==> src/rtl/saps_pkg.sv <==
// shared types and constants for the symbol address predecessor search block
package saps_pkg;

   localparam int TABLE_DEPTH   = 4096;
   localparam int IDX_W         = $clog2(TABLE_DEPTH);
   localparam int CNT_W         = IDX_W + 1;
   localparam int ADDR_W        = 64;
   localparam int TYPE_W        = 8;
   localparam int ENTRY_INDEX_W = 12;
   localparam int ENTRY_W       = ADDR_W + 1;

   localparam logic [TYPE_W-1:0] SYM_FUNC_LOWER = 8'h74;  // 't'
   localparam logic [TYPE_W-1:0] SYM_FUNC_UPPER = 8'h54;  // 'T'

   typedef enum logic [1:0] {
      OP_CLEAR  = 2'd0,
      OP_APPEND = 2'd1,
      OP_LOOKUP = 2'd2,
      OP_NOP    = 2'd3
   } op_type;

   typedef enum logic [1:0] {
      ST_OK        = 2'd0,
      ST_NOT_FOUND = 2'd1,
      ST_FULL      = 2'd2,
      ST_ORDER     = 2'd3
   } status_type;

   typedef enum logic [2:0] {
      S_IDLE,
      S_EXEC,
      S_SEARCH,
      S_RD_LO,
      S_RD_NXT,
      S_FIN,
      S_DONE
   } state_type;

   // controller to datapath
   typedef struct packed {
      logic capture;
      logic exec;
      logic search;
      logic rd_lo;
      logic rd_nxt;
      logic fin;
      logic publish;
   } cmd_type;

   // datapath to controller
   typedef struct packed {
      logic lookup_go;
      logic search_done;
      logic out_free;
   } stat_type;

endpackage

==> src/rtl/saps_ctrl.sv <==
// controller: sequences one word through execute, search, fetch and publish
module saps_ctrl import saps_pkg::*; (
   input  logic     clock,
   input  logic     reset,
   input  logic     req_valid,
   output logic     req_ready,
   input  stat_type stat,
   output cmd_type  cmd
);

   state_type state_ff, state_in;

   always_comb begin
      state_in = state_ff;
      case (state_ff)
         S_IDLE: begin
            if (req_valid) begin
               state_in = S_EXEC;
            end
         end
         S_EXEC: begin
            state_in = stat.lookup_go ? S_SEARCH : S_DONE;
         end
         S_SEARCH: begin
            if (stat.search_done) begin
               state_in = S_RD_LO;
            end
         end
         S_RD_LO:  state_in = S_RD_NXT;
         S_RD_NXT: state_in = S_FIN;
         S_FIN:    state_in = S_DONE;
         S_DONE: begin
            if (stat.out_free) begin
               state_in = S_IDLE;
            end
         end
         default:  state_in = S_IDLE;
      endcase
   end

   always_comb begin
      cmd       = '0;
      req_ready = 1'b0;
      case (state_ff)
         S_IDLE: begin
            req_ready   = 1'b1;
            cmd.capture = req_valid;
         end
         S_EXEC:   cmd.exec   = 1'b1;
         S_SEARCH: cmd.search = 1'b1;
         S_RD_LO:  cmd.rd_lo  = 1'b1;
         S_RD_NXT: cmd.rd_nxt = 1'b1;
         S_FIN:    cmd.fin    = 1'b1;
         S_DONE:   cmd.publish = stat.out_free;
         default: begin
         end
      endcase
   end

   always_ff @(posedge clock) begin
      if (reset) begin
         state_ff <= S_IDLE;
      end else begin
         state_ff <= state_in;
      end
   end

endmodule

==> config.mk <==
export PLATFORM = sky130hd
export DESIGN_NAME = saps_ctrl
export DESIGN_NICKNAME = d
export VERILOG_FILES = /design/src/rtl/saps_pkg.sv /design/src/rtl/saps_ctrl.sv
export SDC_FILE = /design/constraint.sdc
export NUM_CORES = 1
export LEC_CHECK = 0
export ABC_AREA = 1
export BUFFER_PORTS_ARGS = -buffer_cell sky130_fd_sc_hd__buf_2
export CAP_MARGIN = 10
export CORE_AREA = 5 5 42 44
export CTS_CLUSTER_SIZE = 16
export DETAILED_ROUTE_END_ITERATION = 7
export DIE_AREA = 0 0 47 49
export HOLD_SLACK_MARGIN = 0.1
export PLACE_DENSITY = 0.42
export SETUP_SLACK_MARGIN = 0.15
export SLEW_MARGIN = 20
export SYNTH_ARGS = -nofsm -noshare
export SYNTH_HDL_FRONTEND = slang
export SYNTH_SLANG_ARGS = --single-unit
==> constraint.sdc <==
create_clock -name clock -period 1.3 [get_ports clock]
set_clock_uncertainty 0.2 [all_clocks]
set_input_delay 0.195 -clock clock [delete_from_list [all_inputs] [get_ports clock]]
set_output_delay 0.195 -clock clock [all_outputs]
set_load 0.05 [all_outputs]
==> results_tabular.tex <==
\begin{tabular}{lr}
\hline
Metric & Value \\
\hline
\multicolumn{2}{l}{\textbf{Clocking}} \\
Clock-pin transition on the worst setup and hold timing paths & 0.03 ns \\
CTS tree & yes \\
Clock buffer depth & 2 \\
Total number of H-tree levels & 1 \\
CTS sink cnt & 3 \\
Clock latency on the worst-skew pair & 0.23 ns \\
Number of clock buffers inserted by TritonCTS & 3 \\
Root cell of the clock tree & sky130\_fd\_sc\_hd\_\_clkbuf\_4 \\
\multicolumn{2}{l}{\textbf{Global routing}} \\
Vias in the first global route & 323 \\
Pin count of the biggest net entering global routing & 8 \\
Wire length of the first global-routing pass & 1.304 mm \\
GR Overflow Total & 0 \\
Total GRT Usage & 7.389\% \\
Initial antenna violation count & 0 \\
\multicolumn{2}{l}{\textbf{Finish}} \\
Final instance area & 638.1 sq um \\
Registers with the most flip-flops & state\_ff: 3 flops \\
Fraction of the core area covered by cells at the end of the flow & 45.54\% \\
Flip-flop count of the largest register, all copies and words added & 3 \\
Share of cells above drive strength 1 & 75.36\% \\
Antenna Diode Count & 0 \\
Final layout net count & 76 \\
Post-synthesis to final-layout area growth & 193.1\% \\
Register name with the most flops & state\_ff \\
\multicolumn{2}{l}{\textbf{Logic synthesis}} \\
Synthesized area & 217.7 sq um \\
Area fraction in compound gates after synthesis & 5.747\% \\
Top post-synthesis cells by count & sky130\_fd\_sc\_hd\_\_inv\_1, sky130\_fd\_sc\_hd\_\_nand2\_1, sky130\_fd\_sc\_hd\_\_nor2\_1 \\
Library cells used by synthesis & 10 \\
Total nets after synthesis & 45 \\
Sequential element share of the synthesized area & 27.59\% \\
Number of warnings reported in the yosys synthesis log & 0 \\
Synth top area share & 27.59\% \\
Main combinational cell family by area after synthesis & simple AND/OR/NAND/NOR gates \\
Post-Synthesis Cells & 39 \\
Most instantiated library cell after synthesis & sky130\_fd\_sc\_hd\_\_inv\_1 \\
Leading area contributor after synthesis & sky130\_fd\_sc\_hd\_\_dfxtp\_1 \\
Number of register bits inferred by synthesis & 3 \\
Simple-gate portion of the synthesized area & 51.15\% \\
Synth top area cells & sky130\_fd\_sc\_hd\_\_dfxtp\_1, sky130\_fd\_sc\_hd\_\_inv\_1, sky130\_fd\_sc\_hd\_\_nand2\_1 \\
Xor-xnor portion of the synthesized cell area & 0\% \\
Avg Cell Area, Syn & 5.582 sq um \\
Top FF cell, synth & sky130\_fd\_sc\_hd\_\_dfxtp\_1 \\
Number of enable flip-flop cells after synthesis & 0 \\
Adder and majority gate portion of the synthesized area & 0\% \\
Post-synth ARST share & 0\% \\
Share of synthesized area spent on multiplexers & 0\% \\
\multicolumn{2}{l}{\textbf{Run status}} \\
Violations in the final reports & setup timing \\
Status & finished, violations left \\
\multicolumn{2}{l}{\textbf{STA}} \\
Number of endpoints with negative hold slack in the final report & 0 \\
Final number of max-transition violations & 0 \\
Setup repair after global routing missed its margin & yes \\
Final count of negative-setup-slack endpoints & 8 \\
Fmax & 0.6801 GHz \\
Final worst-path cycle share & 113.1\% \\
Final-layout setup total negative slack & -1.124 ns \\
Normalized max-slew margin & 88.42\% \\
Setup ws final & -0.1703 ns \\
Min Clock Period, post-route & 1.470 ns \\
Worst Tran Pin Value & 0.1738 ns \\
\multicolumn{2}{l}{\textbf{Floorplan}} \\
Number of top-level pins & 14 \\
Area of the placeable core & 0.001401 sq mm \\
Number of core rows & 14 \\
Vertical extent of the die & 49 microns \\
Starting density of the core & 15.54\% \\
Area of the die & 0.002303 sq mm \\
Die Span X & 47 microns \\
\multicolumn{2}{l}{\textbf{Place}} \\
Post-DP HPWL & 599.6 microns \\
Last weighted congestion value of the routability-driven placer & 0.6992 \\
IO buf count & 13 \\
Post-detailed-placement cell area & 467.9 sq um \\
Worst slack at placement & -0.02532 ns \\
\multicolumn{2}{l}{\textbf{Setup path}} \\
CP max FO & 6 \\
Data arrival time of the critical path & 1.08 ns \\
Flop2flop setup slack & 0.03 ns \\
Required arrival time at the worst endpoint & 0.90 ns \\
Sort of element at the end of the critical path & output port \\
Kind of launch point of the worst setup path & register \\
Worst setup path class & reg -> out \\
\multicolumn{2}{l}{\textbf{Drt}} \\
Wire length reported by the detailed router & 771 microns \\
DR iter-0 viols & 4 \\
DRC & 0 \\
Detailed-router iteration count before antenna repair & 4 \\
Final antenna-violating net count & 0 \\
Count of vias placed by the detailed router & 338 \\
WL per Instance & 9.071 microns \\
Via-per-instance ratio & 3.976 \\
\multicolumn{2}{l}{\textbf{Power}} \\
Power per cell area & 2045 mW/mm\^{}2 \\
Largest voltage drop on the vdd net & 0.001014 V \\
Static Leakage & 0.2937 nW \\
\multicolumn{2}{l}{\textbf{Job}} \\
Number of max-cap violations & 0 \\
\multicolumn{2}{l}{\textbf{Min path}} \\
Hold WC Path Type & in -> reg \\
\hline
\end{tabular}
cell type report:
cell class,instances,area (sq um)
inverters,9,48.80
clock buffers,4,26.28
flip-flops and latches,3,71.32
fillers,150,763.2
well taps,16,20.02
multi-input cells,27,230.2
repair buffers,26,241.5
final timing paths:
check | from | endpoint | cells after the start
setup / recovery | state_ff[1] | cmd[2] | 3
hold / removal | stat[0] | state_ff[2] | 4
setup reg to reg | state_ff[2] | state_ff[1] | 7
hold reg to reg | state_ff[1] | state_ff[1] | 4
timing repair:
item	4_1_cts	5_1_grt
pin swaps	5	4
hold endpoints to repair	3	0
gates resized for setup	26	8
setup buffers	2	0
hold buffers	1	0
setup endpoints to repair	11	11
cells in the final DEF, fill, tap and decap left out, drive strengths merged:
cell | netlist | final
dlygate4sd3 | 0 | 1
buf | 0 | 25
nor3 | 4 | 4
nand3 | 4 | 4
inv | 9 | 7
nand2 | 8 | 8
a21oi | 1 | 1
a22oi | 1 | 1
nor2 | 9 | 9
dfxtp | 3 | 3
clkbuf | 0 | 4
clkinvlp | 0 | 2
worst max-delay path, stage by stage, from the launching register on:
cell                      delay [ns]
sky130_fd_sc_hd__dfxtp_4        0.38
sky130_fd_sc_hd__buf_6          0.13
sky130_fd_sc_hd__nor3_4         0.17
sky130_fd_sc_hd__buf_6          0.18
metrics by stage:
| step | cells | hold slack (ns) | total power [mW] |
|---|---|---|---|
| after global placement | 78 | 0.1828 | 0.9076 |
| after CTS | 85 | 0.1019 | 1.269 |
| after detailed placement | 78 | 0.1846 | 0.9109 |
| after global routing | 85 | 0.1561 | 1.391 |
| final | 85 | 0.1254 | 1.305 |
| after floorplan | 39 | 0.05436 | 0.6807 |
per-layer routing:
metal / share of wire (%) / vias up / global-route usage [%]
met5: 0 / - / 0
met4: 0 / 0 / 0
met3: 8.6 / 0 / 3.321
met2: 51 / 13 / 11.76
met1: 40 / 143 / 9.649
li1: - / 182 / -
cell families (layout without fill, tap and decap cells):
logic type | after synthesis | after routing
buffers and inverters | 9 | 39
AOI/OAI and AO/OA | 2 | 2
DFF | 3 | 3
and+or+nand+nor | 25 | 25
report_power, final:
group          internal (mW)  switching [mW]
combinational          0.416           0.511
sequential             0.134          0.0807
clock                  0.115          0.0480
total                  0.666           0.640
Note: power is estimated with default switching activity, not from simulation.
